`src/sv/bwga_pkg.sv`:
```
package bwga_pkg;

  localparam int COORD_W  = 32;
  localparam int SUM_W    = 52;
  localparam int DIV_NW   = 52;
  localparam int DIV_DW   = 32;
  localparam int DIV_CW   = 6;
  localparam int CELLS_W  = 11;
  localparam int SPAN_W   = 37;
  localparam int HITS_W   = 20;
  localparam int CFG_IW   = 3;
  localparam logic [HITS_W-1:0] HITS_MAX = '1;

  localparam logic [CFG_IW-1:0] CFG_X_START = 3'd0;
  localparam logic [CFG_IW-1:0] CFG_X_STEP  = 3'd1;
  localparam logic [CFG_IW-1:0] CFG_X_CELLS = 3'd2;
  localparam logic [CFG_IW-1:0] CFG_X_WIDTH = 3'd3;
  localparam logic [CFG_IW-1:0] CFG_Y_START = 3'd4;
  localparam logic [CFG_IW-1:0] CFG_Y_STEP  = 3'd5;
  localparam logic [CFG_IW-1:0] CFG_Y_CELLS = 3'd6;
  localparam logic [CFG_IW-1:0] CFG_Y_WIDTH = 3'd7;

  typedef enum logic [1:0] {
    REQ_CLEAR = 2'd0,
    REQ_ADD   = 2'd1,
    REQ_READ  = 2'd2,
    REQ_NONE  = 2'd3
  } req_t;

  typedef enum logic [2:0] {
    DOP_XLO = 3'd0,
    DOP_XHI = 3'd1,
    DOP_YLO = 3'd2,
    DOP_YHI = 3'd3,
    DOP_AVG = 3'd4
  } dop_t;

  typedef struct packed {
    logic take;
    logic clr_wr;
    logic div_start;
    dop_t div_op;
    logic span_ld;
    logic cell_init;
    logic cell_rd;
    logic cell_wr;
    logic rd_cell;
    logic avg_ld;
  } cmd_t;

  typedef struct packed {
    req_t req;
    logic div_done;
    logic span_empty;
    logic cell_last;
    logic clr_last;
    logic rd_zero;
    logic out_free;
  } sts_t;

  // Cells in use, forced into the range one to the grid maximum.
  function automatic logic [CELLS_W-1:0] eff_cells(input logic [6:0] c,
                                                   input logic [CELLS_W-1:0] mx);
    logic [CELLS_W-1:0] cw;
    cw = CELLS_W'(c);
    if (c == 7'd0) return CELLS_W'(1);
    if (cw > mx) return mx;
    return cw;
  endfunction

endpackage

```
`src/sv/bwga_ctrl.sv`:
```
module bwga_ctrl
  import bwga_pkg::*;
(
  input  logic clk,
  input  logic rst_n,
  input  logic in_valid,
  output logic in_ready,
  input  sts_t sts,
  output cmd_t cmd
);

  typedef enum logic [9:0] {
    S_CLR    = 10'b0000000001,
    S_IDLE   = 10'b0000000010,
    S_DSTART = 10'b0000000100,
    S_DWAIT  = 10'b0000001000,
    S_CINIT  = 10'b0000010000,
    S_CRD    = 10'b0000100000,
    S_CWR    = 10'b0001000000,
    S_RCELL  = 10'b0010000000,
    S_RAVG   = 10'b0100000000,
    S_PUT    = 10'b1000000000
  } state_t;

  state_t state_r, state_nxt;
  dop_t   op_r, op_nxt;

  always_ff @(posedge clk) begin
    if (!rst_n) begin
      state_r <= S_CLR;
      op_r    <= DOP_XLO;
    end else begin
      state_r <= state_nxt;
      op_r    <= op_nxt;
    end
  end

  always_comb begin
    cmd        = '0;
    cmd.div_op = (state_r == S_RAVG) ? DOP_AVG : op_r;
    state_nxt  = state_r;
    op_nxt     = op_r;
    in_ready   = 1'b0;
    case (state_r)
      S_CLR: begin
        cmd.clr_wr = 1'b1;
        if (sts.clr_last) state_nxt = S_IDLE;
      end
      S_IDLE: begin
        in_ready = 1'b1;
        if (in_valid) begin
          cmd.take = 1'b1;
          case (sts.req)
            REQ_CLEAR: state_nxt = S_CLR;
            REQ_ADD: begin
              op_nxt    = DOP_XLO;
              state_nxt = S_DSTART;
            end
            REQ_READ: state_nxt = S_RCELL;
            default: ;
          endcase
        end
      end
      S_DSTART: begin
        cmd.div_start = 1'b1;
        state_nxt     = S_DWAIT;
      end
      S_DWAIT: begin
        if (sts.div_done) begin
          if (op_r == DOP_AVG) begin
            state_nxt = S_PUT;
          end else begin
            cmd.span_ld = 1'b1;
            case (op_r)
              DOP_XLO: begin op_nxt = DOP_XHI; state_nxt = S_DSTART; end
              DOP_XHI: begin op_nxt = DOP_YLO; state_nxt = S_DSTART; end
              DOP_YLO: begin op_nxt = DOP_YHI; state_nxt = S_DSTART; end
              default: state_nxt = S_CINIT;
            endcase
          end
        end
      end
      S_CINIT: begin
        cmd.cell_init = 1'b1;
        state_nxt     = sts.span_empty ? S_IDLE : S_CRD;
      end
      S_CRD: begin
        cmd.cell_rd = 1'b1;
        state_nxt   = S_CWR;
      end
      S_CWR: begin
        cmd.cell_wr = 1'b1;
        state_nxt   = sts.cell_last ? S_IDLE : S_CRD;
      end
      S_RCELL: begin
        cmd.rd_cell = 1'b1;
        state_nxt   = S_RAVG;
      end
      S_RAVG: begin
        if (sts.rd_zero) begin
          state_nxt = S_PUT;
        end else begin
          cmd.div_start = 1'b1;
          op_nxt        = DOP_AVG;
          state_nxt     = S_DWAIT;
        end
      end
      S_PUT: begin
        if (sts.out_free) begin
          cmd.avg_ld = 1'b1;
          state_nxt  = S_IDLE;
        end
      end
      default: state_nxt = S_IDLE;
    endcase
  end

endmodule

```
`config.mk`:
```
export PLATFORM = sky130hd
export DESIGN_NAME = bwga_ctrl
export DESIGN_NICKNAME = d
export VERILOG_FILES = /design/src/sv/bwga_pkg.sv /design/src/sv/bwga_ctrl.sv
export SDC_FILE = /design/constraint.sdc
export NUM_CORES = 1
export LEC_CHECK = 0
export ABC_AREA = 1
export BUFFER_PORTS_ARGS = -buffer_cell sky130_fd_sc_hd__clkbuf_2
export CAP_MARGIN = 20
export CORE_MARGIN = 3
export CORE_UTILIZATION = 52
export DETAILED_ROUTE_END_ITERATION = 10
export PLACE_DENSITY = 0.78
export SLEW_MARGIN = 20
export SYNTH_ARGS = -nofsm -noshare
export SYNTH_HDL_FRONTEND = slang
export SYNTH_SLANG_ARGS = --single-unit
```
`constraint.sdc`:
```
create_clock -name clk -period 1.6 [get_ports clk]
set_input_delay 0.16 -clock clk [delete_from_list [all_inputs] [get_ports clk]]
set_output_delay 0.16 -clock clk [all_outputs]
set_load 0.01 [all_outputs]
```
==> results by group <==
Run status
  – Outcome: finished, final reports clean

Clocking
  – CTS tree: built
  – Clock buffer depth: 2
  – H-tree depth: 1
  – # hold bufs at CTS: 0
  – Clk root buf: clkbuf_4
  – Worst-path clk slew: 0.08 ns
  – Clk_lat worst skew: 0.28 ns
  – Clock sinks: 13
  – Cts bufs inserted: 3

Layout
  – Ratio of cells with drive above 1 in the final layout: 37.6%
  – Layout area overhead: 26.9%
  – Final #Nets: roughly 210
  – Most frequent cells in the layout: inv_1, nor2_1, nand2_1, clkbuf_2, nand3_1
  – Commonest non-fill, non-tap cell in the layout: inv_1
  – Antenna diodes: 0
  – Final std cells w/o fill: 214

Yosys
  – Syn avg cell area: approximately 6.3 um^2
  – Sequential share of the synthesized area: 26.0%
  – Share of flip-flops with an asynchronous set or reset: 0%
  – Synthesized area: roughly 1000 um^2
  – Cells after synthesis: 159
  – Syn Nets: approximately 170
  – Yosys warns: 0
  – Post-synthesis register bit count: 13
  – Post-synth EDFFs: 0
  – Top_reg_cell synth: dfxtp_1
  – Cell variety after synth: 24

Route
  – TritonRoute pass-1 iters: 4
  – Total number of vias: 1056
  – Post-DR vias/cell: 4.93
  – Antenna viol nets, final: 0
  – First-iteration detailed-routing DRC count: 25
  – Total wire length: 2500 um
  – Routed length per instance: around 12 um
  – DRC: 0

STA
  – Slew HR: 77.5%
  – Slew @ Worst Pin: 0.333 ns
  – Final slew viol count: 0
  – Clock skew: between 0.004 and 0.005 ns
  – RSZ-0062 raised after global routing: true
  – Max frequency: 647 MHz
  – Final hold vios: 0
  – Final setup vio count: 0
  – Final critical-path required period: around 1.5 ns
  – Final critical-path share of the clock period: 96.6%
  – Hold WS: between 0.1 and 0.15 ns

Setup path
  – CP Buf/Inv Count: 1
  – Worst EP arrival: 1.38 ns
  – Worst EP required: ~1.4 ns
  – Cell family with most CP delay: simple AND/OR/NAND/NOR gates
  – Crit-path most repeated cell: nor2_4
  – CP endpoint kind: output port
  – Worst setup path category: reg -> out
  – CP max-delay cell: dfxtp_2
  – Slowest Stage Delay on Critical Path: 0.35 ns
  – Critical path startpoint category: register
  – CP cell instances: nor2_4 -> nand2_2 -> nor2_4 -> nand2_4 -> o21ai_2 -> buf_2
  – CP max FO: 5

Pwr
  – Final Power: 0.732 mW
  – Maximum VDD drop: around 0.38 mV
  – P_leak: roughly 0.77 nW
  – Pwr/cell area: around 580 nW/um^2

Die
  – Die Ht: roughly 50 um
  – Initial Util: 56.7%
  – DIE AREA: 2490 um^2
  – Chip width: 49.9 um
  – IO Pins: 24
  – Core region area: 1760 um^2
  – # rows: 15

GRT
  – Vias in the first global route: 1054
  – First-pass GRT wire length: 4330 um
  – Total GRT Usage: 22.5%
  – Total global routing overflow: 0
  – Largest net degree at the start of global routing: 10
  – Initial antenna violation count: 0

Placement
  – Placed Cells incl. Taps: 206
  – DP HPWL: 1980 um
  – PortBufs: 23
  – GP Congestion: 0.899

Flow run
  – Max_cap viols: 0

Worst hold path
  – Hold crit path type: in -> reg
## cell usage after synthesis, types with 2 or more instances
| library cell | n | share of area, % |
|---|---|---|
| o21ai_0 | 2 | 1.0 |
| nand2_2 | 8 | 5.0 |
| nor2_2 | 7 | 4.4 |
| a21oi_1 | 3 | 1.5 |
| nor2_1 | 26 | 9.7 |
| inv_1 | 34 | 13 |
| nor2_4 | 4 | 4.5 |
| ha_1 | 4 | 5.0 |
| nand3_2 | 2 | 2.0 |
| nand3_1 | 17 | 8.5 |
| dfxtp_1 | 13 | 26 |
| nor3_2 | 2 | 2.0 |
| nor3_1 | 4 | 2.0 |
| nand3b_1 | 2 | 1.5 |
| nand2_1 | 22 | 8.3 |
## logic make-up (layout without fill, tap and decap cells)
logic type / after synthesis / after routing / synth area share [%]
fa+ha+maj: 4 / 4 / 5.00
simple gates: 97 / 97 / 50.2
compound gates: 9 / 9 / 5.25
buf+inv: 36 / 66 / 13.5
flops: 13 / 13 / 26.0
## path summary, 6_finish.rpt
| check | startpoint | to | slack [ns] | depth (start not counted) |
|---|---|---|---|---|
| setup / recovery | state_r[4]$_SDFFE_PN0P_ | cmd[9] | 0.06 | 6 |
| hold / removal | sts[4] | state_r[5]$_SDFFE_PN0P_ | 0.15 | 4 |
| setup reg to reg | state_r[8]$_SDFFE_PN0P_ | state_r[2]$_SDFFE_PN0P_ | 0.07 | 9 |
| hold reg to reg | op_r[0]$_SDFFE_PN0P_ | op_r[0]$_SDFFE_PN0P_ | 0.53 | 2 |
## report_power, final
group	switching (mW)	internal, mW
combinational	0.107	0.0690
clock	0.114	0.0966
sequential	0.0120	0.334
total	0.233	0.500
## stage by stage
step	setup TNS [ns]	area [um^2]	utilization [%]	setup slack [ns]
finish	0	1270	72.0	0.0552
global route	-0.0994	1270	72.0	-0.0323
CTS	0	1220	69.0	0.00879
detailed placement	0	1140	64.8	0.162
global placement	0	1140	64.8	0.167
floorplan	0	1000	-	0.324
## per-layer routing
metal	vias to the layer above	global-route usage, %	routed length (um)
met5	-	0	0
met4	0	8.29	10
met3	2	3.93	156
met2	39	38.1	1260
met1	469	28.3	1080
li1	546	-	-
## final cells by class
class	count	area (um^2)
timing repair buffer	27	145
inverter	35	131
clock buffer	4	26.3
multi-input combinational	110	667
tap	25	31.3
fill	168	494
sequential	13	269
## flip-flops by register name, summed over array words and instances (netlist names)
register and cells:
op_r 3, state_r 10
## repair_timing
action / CTS / global route
pin swaps: 6 / 7
endpoints found under the hold margin: 0 / 0
endpoints found under the setup margin: 5 / 21
buffers inserted: 4 / 0
resized for setup: 6 / 19
## worst register-to-register path, cell delays in order (launching register included)
cell and delay, ns:
dfxtp_1 0.37, inv_1 0.07, nand2_1 0.17, nor2_4 0.06, buf_4 0.15, nand3_2 0.09, nand2_2 0.10, nor2_4 0.16
nand2_4 0.07, nor3_1 0.20
Power figures use the tool's default switching activity.
